[config.mk]
export PLATFORM = sky130hd
export DESIGN_NAME = sorted_delta_shift_queue
export DESIGN_NICKNAME = d
export VERILOG_FILES = /design/src/design/sdsq_pkg.sv /design/src/design/sdsq_ctrl.sv /design/src/design/sdsq_datapath.sv /design/src/design/sorted_delta_shift_queue.sv
export SDC_FILE = /design/constraint.sdc
export NUM_CORES = 2
export LEC_CHECK = 0
export ABC_CLOCK_PERIOD_IN_PS = 6200
export BUFFER_PORTS_ARGS = -buffer_cell sky130_fd_sc_hd__buf_2
export CORE_MARGIN = 3
export CORE_UTILIZATION = 59
export DETAILED_ROUTE_END_ITERATION = 10
export MAX_ROUTING_LAYER = met4
export PLACE_DENSITY = 0.75
export SETUP_SLACK_MARGIN = 0.5
export SLEW_MARGIN = 20
export SYNTH_ARGS = -nofsm -noshare
export SYNTH_HDL_FRONTEND = slang
export SYNTH_SLANG_ARGS = --single-unit
export TNS_END_PERCENT = 100
[constraint.sdc]
create_clock -name clock -period 6.2 [get_ports clock]
set_input_delay 0.31 -clock clock [delete_from_list [all_inputs] [get_ports clock]]
set_output_delay 0.31 -clock clock [all_outputs]
set_load 0.01 [all_outputs]
[src/design/sdsq_pkg.sv]
// shared types and constants of the sorted delta shift queue
// no dependencies; imported by the controller, datapath and top level
package sdsq_pkg;

   localparam int QUEUE_DEPTH_DEF = 16;
   localparam int VALUE_W         = 32;
   localparam int ENTRY_COUNT_W   = 5;

   localparam logic [VALUE_W-1:0] Q_MAX = {1'b0, {(VALUE_W-1){1'b1}}};

   // request opcodes
   localparam logic CMD_PUSH = 1'b0;
   localparam logic CMD_POP  = 1'b1;

   typedef enum logic [1:0] {
      ST_IDLE,
      ST_SQUEEZE,
      ST_DONE
   } state_type;

   // controller to datapath
   typedef struct packed {
      logic load;     // perform the accepted push or pop
      logic squeeze;  // drop a zero entry at the head
   } dp_cmd_type;

   // datapath to controller
   typedef struct packed {
      logic empty;
      logic head_zero;
   } dp_status_type;

endpackage

[src/design/sdsq_ctrl.sv]
// controller of the sorted delta shift queue: sequences load, squeeze and response
// depends on sdsq_pkg
module sdsq_ctrl (
   input  logic                      clock,
   input  logic                      reset,
   input  logic                      start,
   input  logic                      req_cmd,
   input  sdsq_pkg::dp_status_type   status,
   output sdsq_pkg::dp_cmd_type      cmd,
   output logic                      busy,
   output logic                      rsp_valid
);
   import sdsq_pkg::*;

   state_type state_ff, state_in;

   always_ff @(posedge clock) begin
      if (reset) begin
         state_ff <= ST_IDLE;
      end else begin
         state_ff <= state_in;
      end
   end

   always_comb begin
      state_in    = state_ff;
      cmd         = '0;
      busy        = 1'b1;
      rsp_valid   = 1'b0;
      unique case (state_ff)
         ST_IDLE: begin
            busy = 1'b0;
            if (start) begin
               cmd.load = 1'b1;
               if (req_cmd == CMD_POP && !status.empty) begin
                  state_in = ST_SQUEEZE;
               end else begin
                  state_in = ST_DONE;
               end
            end
         end
         ST_SQUEEZE: begin
            // duplicates of the minimum became zero at the head
            if (!status.empty && status.head_zero) begin
               cmd.squeeze = 1'b1;
            end else begin
               state_in = ST_DONE;
            end
         end
         ST_DONE: begin
            rsp_valid = 1'b1;
            state_in  = ST_IDLE;
         end
         default: begin
            state_in = ST_IDLE;
         end
      endcase
   end

endmodule

[src/design/sdsq_datapath.sv]
// datapath of the sorted delta shift queue: entry cells, count and result registers
// depends on sdsq_pkg
module sdsq_datapath #(
   parameter int QUEUE_DEPTH = sdsq_pkg::QUEUE_DEPTH_DEF
) (
   input  logic                                      clock,
   input  logic                                      reset,
   input  sdsq_pkg::dp_cmd_type                      cmd,
   input  logic                                      req_cmd,
   input  logic signed [sdsq_pkg::VALUE_W-1:0]       req_value,
   output sdsq_pkg::dp_status_type                   status,
   output logic signed [sdsq_pkg::VALUE_W-1:0]       rsp_popped,
   output logic                                      rsp_was_empty,
   output logic                                      rsp_overflow,
   output logic        [sdsq_pkg::ENTRY_COUNT_W-1:0] rsp_entry_count
);
   import sdsq_pkg::*;

   localparam int CNT_W = $clog2(QUEUE_DEPTH + 1);
   localparam int EXT_W = (CNT_W > ENTRY_COUNT_W) ? CNT_W : ENTRY_COUNT_W;

   logic [VALUE_W-1:0] entries_ff [QUEUE_DEPTH];
   logic [VALUE_W-1:0] entries_in [QUEUE_DEPTH];
   logic [CNT_W-1:0]   count_ff, count_in;
   logic [VALUE_W-1:0] popped_ff, popped_in;
   logic               was_empty_ff, was_empty_in;
   logic               overflow_ff, overflow_in;
   logic [QUEUE_DEPTH-1:0] gt;
   logic               full, empty, do_push, do_pop;
   logic [EXT_W-1:0]   count_ext;

   assign full    = (count_ff == CNT_W'(QUEUE_DEPTH));
   assign empty   = (count_ff == '0);
   assign do_push = cmd.load && (req_cmd == CMD_PUSH) && !full;
   assign do_pop  = cmd.load && (req_cmd == CMD_POP) && !empty;

   genvar i;
   generate
      for (i = 0; i < QUEUE_DEPTH; i++) begin : g_cell
         logic [VALUE_W-1:0] push_val, pop_val, shift_val;
         logic [VALUE_W:0]   diff;

         // valid entry strictly above the new value moves up one place
         assign gt[i] = (CNT_W'(i) < count_ff) && ($signed(entries_ff[i]) > req_value);

         if (i == 0) begin : g_head
            // an empty list takes the new value at the head
            assign push_val = (gt[0] || empty) ? req_value : entries_ff[0];
         end else begin : g_body
            always_comb begin
               if (gt[i-1]) begin
                  push_val = entries_ff[i-1];
               end else if (gt[i] || (CNT_W'(i) == count_ff)) begin
                  push_val = req_value;
               end else begin
                  push_val = entries_ff[i];
               end
            end
         end

         if (i < QUEUE_DEPTH - 1) begin : g_next
            assign diff = {entries_ff[i+1][VALUE_W-1], entries_ff[i+1]}
                        - {entries_ff[0][VALUE_W-1], entries_ff[0]};
            // saturate differences beyond the largest positive word
            assign pop_val   = (diff[VALUE_W] || diff[VALUE_W-1]) ? Q_MAX : diff[VALUE_W-1:0];
            assign shift_val = entries_ff[i+1];
         end else begin : g_last
            assign diff      = '0;
            assign pop_val   = entries_ff[i] | diff[VALUE_W-1:0];
            assign shift_val = entries_ff[i];
         end

         always_comb begin
            priority if (do_push) begin
               entries_in[i] = push_val;
            end else if (do_pop) begin
               entries_in[i] = pop_val;
            end else if (cmd.squeeze) begin
               entries_in[i] = shift_val;
            end else begin
               entries_in[i] = entries_ff[i];
            end
         end

         always_ff @(posedge clock) begin
            entries_ff[i] <= entries_in[i];
         end
      end
   endgenerate

   always_comb begin
      priority if (do_push) begin
         count_in = count_ff + CNT_W'(1);
      end else if (do_pop || cmd.squeeze) begin
         count_in = count_ff - CNT_W'(1);
      end else begin
         count_in = count_ff;
      end
   end

   always_comb begin
      popped_in    = popped_ff;
      was_empty_in = was_empty_ff;
      overflow_in  = overflow_ff;
      if (cmd.load) begin
         popped_in    = do_pop ? entries_ff[0] : '0;
         was_empty_in = (req_cmd == CMD_POP) && empty;
         overflow_in  = (req_cmd == CMD_PUSH) && full;
      end
   end

   always_ff @(posedge clock) begin
      if (reset) begin
         count_ff <= '0;
      end else begin
         count_ff <= count_in;
      end
   end

   always_ff @(posedge clock) begin
      popped_ff    <= popped_in;
      was_empty_ff <= was_empty_in;
      overflow_ff  <= overflow_in;
   end

   assign status.empty     = empty;
   assign status.head_zero = (entries_ff[0] == '0);

   assign count_ext       = EXT_W'(count_ff);
   assign rsp_popped      = popped_ff;
   assign rsp_was_empty   = was_empty_ff;
   assign rsp_overflow    = overflow_ff;
   assign rsp_entry_count = count_ext[ENTRY_COUNT_W-1:0];

endmodule

[src/design/sorted_delta_shift_queue.sv]
// top level of the sorted delta shift queue
// instantiates sdsq_ctrl and sdsq_datapath; depends on sdsq_pkg
//
// latency: push and empty pop strobe rsp_valid in the cycle after the transaction;
//   a pop that finds entries strobes once ST_SQUEEZE has dropped every zeroed duplicate of the minimum
// busy: a new transaction is taken only in idle, once the controller's load, squeeze and
//   response steps of the last one are through
// reset: synchronous; empties the list, entry storage is not cleared
module sorted_delta_shift_queue #(
   parameter int QUEUE_DEPTH = sdsq_pkg::QUEUE_DEPTH_DEF
) (
   input  logic                                      clock,
   input  logic                                      reset,
   input  logic                                      start,
   output logic                                      busy,
   input  logic                                      req_cmd,
   input  logic signed [sdsq_pkg::VALUE_W-1:0]       req_value,
   output logic                                      rsp_valid,
   output logic signed [sdsq_pkg::VALUE_W-1:0]       rsp_popped,
   output logic                                      rsp_was_empty,
   output logic                                      rsp_overflow,
   output logic        [sdsq_pkg::ENTRY_COUNT_W-1:0] rsp_entry_count
);
   import sdsq_pkg::*;

   // command and status between the sequencer and the entry cells
   dp_cmd_type    dp_cmd;
   dp_status_type dp_status;

   // controller: idle, squeeze of zeroed duplicates, one-cycle response strobe
   sdsq_ctrl u_ctrl (
      .clock     (clock),
      .reset     (reset),
      .start     (start),
      .req_cmd   (req_cmd),
      .status    (dp_status),
      .cmd       (dp_cmd),
      .busy      (busy),
      .rsp_valid (rsp_valid)
   );

   // datapath: every cell compares and shifts, and all but the last subtract, in parallel
   sdsq_datapath #(
      .QUEUE_DEPTH (QUEUE_DEPTH)
   ) u_datapath (
      .clock           (clock),
      .reset           (reset),
      .cmd             (dp_cmd),
      .req_cmd         (req_cmd),
      .req_value       (req_value),
      .status          (dp_status),
      .rsp_popped      (rsp_popped),
      .rsp_was_empty   (rsp_was_empty),
      .rsp_overflow    (rsp_overflow),
      .rsp_entry_count (rsp_entry_count)
   );

endmodule

==> flow_summary.yaml <==
worst_hold_path:
  holdPathStages: 2
  worstHoldStart: "req_cmd"
  holdPathEnd: "u_datapath.rsp_overflow$_DFFE_PP_"
  hold_class: "primary input to register"
floorplan:
  die_w_um: 340
  initial_core_util_pct: 59.9
  die_y_um: 340
  rows: 121
  die_area_um2: 115000
  coreArea_um2: 110000
  ios: 77
placed_design:
  portBuffers: 76
  place_hpwl_um: 226000
  postPlaceCellArea_um2: 68800
  routabilityCongestion: 1.11
global_route:
  grt_usage_pct: 51.4
  antenna_found_initial: 10
  grt_pass1_vias: 65698
  grt_max_degree: 174
  grt_overflow: 0
  grt_pass1_wl_um: 430000
timing:
  layout_worst_path_cycle_share_pct: 88.1
  setup_violations: 0
  final.min_clock_period_ns: 5.46
  finalClockSkew_ns: 0.0455
  clock.fmax_ghz: 0.183
  hold-worst-slack_ns: 0.0487
  hold_viol: 0
  tns_ns: 0
  rsz0062_at_grt: "false"
  drv_slew: 0
  tightest_slew_ns: 1.21
  slew_headroom_pct: 18.0
clock_tree:
  clock_sinks: 553
  cts.path.max_buffers: 3
  cts_setup_buffers: 0
  post_cts_resized: 0
  clk_pin_slew_ns: 0.06
  hold_buffers: 2
  cts-root-buf: "clkbuf_16"
  cts_max_level: 3
  cts_tree: "built"
  numCtsBuffers: 73
  insertion_delay_ns: 0.70
synthesis:
  yosysTopAreaCell: "edfxtp_1"
  synth_edf_count: 546
  yosysSeqAreaShare_pct: 25.2
  synth_commonest_cells: "ha_1, a21oi_1, o21ai_0"
  synth_top_area_share_pct: 25.0
  synth_ff_type: "edfxtp_1"
  synth_cell_types: 95
  synth_nets: 8485
  synth_cells: 7437
  ys_async_sr_fraction_pct: 0
  syn_area_per_cell_um2: 8.83
  yosys-top-cells-area: "edfxtp_1, ha_1, a21oi_1"
  ys_ff_latch: 553
  synth.most_common_cell: "ha_1"
  yosysWarnings: 0
  syn_area_um2: 65700
drt:
  drt_iter0_drc: 10417
  wl_per_cell_um: 33.4
  num_vias: 68642
  drt_pre_antenna_iters: 9
  drc: 0
  drt.antenna.violating_nets: 0
  via_per_inst: 7.63
  finalWirelength_um: 300000
layout:
  area_delta_synth_final_pct: 8.14
  nets: 8503
  drive_gt1_share_pct: 7.67
  final_cell_area_um2: 71100
setup_path:
  path_delay_family: "compound AO/OA/AOI/OAI gates"
  r2r_start: "u_datapath.entries_ff[0][2]$_DFFE_PP_"
  worstPathArrival_ns: 5.97
  r2r_slack_ns: 0.74
  cp_max_fo: 25
  critPathKind: "register to register"
  r2r.worst_path.cells: 14
  cp_slowest_cell: "o311ai_1"
  slowest_delay_ns: 0.86
  crit_path_start: "u_datapath.entries_ff[0][2]$_DFFE_PP_"
  crit_chain: "inv_1 > ha_1 > a21o_1 > nand2_1 > a31oi_1 > a31oi_1 > buf_4 > o311ai_1 > a311o_1 > o211ai_1 > o21ai_4 > buf_4 > o221ai_1 > o21ai_0"
  worstSetupEndpointType: "register"
  critPathRequiredTime_ns: 6.70
  timing.rr.end: "u_datapath.entries_ff[0][53]$_DFFE_PP_"
  path_buf_inv: 3
  start_kind: "register"
power_and_ir_drop:
  pwr-share-clk_pct: 11.8
  p_seq_share_pct: 21.3
  power_density_nw_per_um2: 495
  ir_worst_vdd_v: 0.000437
  power.switching_mw: 18.4
  p_sw_share_pct: 52.5
  p_int_mw: 16.7
  p_leak_nw: 30.0
  power_mw: 35.2
  power_frac_comb_pct: 66.9
outcome:
  outcome: "complete, no violations"
job:
  cap_viol_max_count: 0
final cells by class:
type	count	area (um2)
Antenna cell	13	32.5
Clock buffer	91	1940
Clock inverter	34	225
Fill cell	9270	38600
Inverter	216	811
Multi-Input combinational cell	6305	47300
Sequential cell	553	16500
Tap cell	1476	1850
Timing Repair Buffer	306	2340
cells by family after synthesis:
family	Yosys count	share of synthesized area (%)
compound gates	2847	28.3
fa+ha+maj	1012	19.4
mux	399	6.22
buf+inv	579	3.44
simple gates	1645	12.0
xor+xnor	402	5.36
flops	553	25.2
cells in the final DEF (no fill, tap or decap), types with 72 or more instances in the layout:
master	n
buf_2	76
a211oi_1	136
nor2_1	543
buf_4	210
o211ai_1	79
inv_1	209
a21o_1	390
ha_1	997
a221oi_1	126
o21ai_0	576
nand2_1	339
a21oi_1	780
nand4_1	162
nand3_1	116
nor3_1	98
xor2_1	173
edfxtp_1	546
clkbuf_16	75
xnor2_1	226
o221ai_1	217
nand2b_1	72
mux2i_1	334
power groups by stage:
stage | Combinational [mW] | Clock [mW] | Sequential [mW]
after global placement | 22.1 | 0 | 7.32
after detailed placement | 22.4 | 0 | 7.33
after floorplan | 15.9 | 0 | 6.47
after global routing | 25.1 | 4.25 | 7.41
after CTS | 22.6 | 4.11 | 7.27
final | 23.5 | 4.16 | 7.49
sequential cells by signal (all words and copies together), names as in the netlist:
name	flops
u_datapath.entries_ff	512
u_datapath.rsp_popped	32
u_datapath.rsp_entry_count	5
u_ctrl.state_ff	2
u_datapath.rsp_overflow	1
u_datapath.rsp_was_empty	1
worst max path at each step:
stage | end | slack, ns | depth (start not counted)
floorplan | u_datapath.entries_ff[3][64]$_DFFE_PP_ | 1.04 | 13
global placement | u_datapath.entries_ff[1][5]$_DFFE_PP_ | 0.67 | 15
detailed placement | u_datapath.entries_ff[1][5]$_DFFE_PP_ | 0.70 | 15
CTS | u_datapath.entries_ff[0][53]$_DFFE_PP_ | 1.01 | 14
global route | u_datapath.entries_ff[0][11]$_DFFE_PP_ | 0.72 | 14
finish | u_datapath.entries_ff[0][53]$_DFFE_PP_ | 0.74 | 14
metrics by stage:
step / utilization [%] / setup WS [ns] / cells
floorplan: - / 1.04 / 7437
global placement: 62.8 / 0.665 / 8854
detailed placement: 62.8 / 0.701 / 8854
CTS: 64.8 / 1.01 / 8981
global route: 64.8 / 0.723 / 8989
finish: 64.8 / 0.736 / 8994
metal layers:
metal	vias to the layer above	share of wire [%]	global-route usage, %
li1	29154	-	-
met1	31961	34	59.8
met2	5969	41	74.4
met3	1558	15	15.0
met4	0	10	39.8
met5	-	0	-
worst register-to-register path, cell delays in order, from the launching register on:
cell      delay, ns
edfxtp_1       0.44
inv_1          0.80
ha_1           0.38
a21o_1         0.14
nand2_1        0.07
a31oi_1        0.39
a31oi_1        0.15
buf_4          0.18
o311ai_1       0.87
a311o_1        0.35
o211ai_1       0.15
o21ai_4        0.81
buf_4          0.29
o221ai_1       0.12
o21ai_0        0.14
Note: power is estimated with default switching activity, not from simulation.
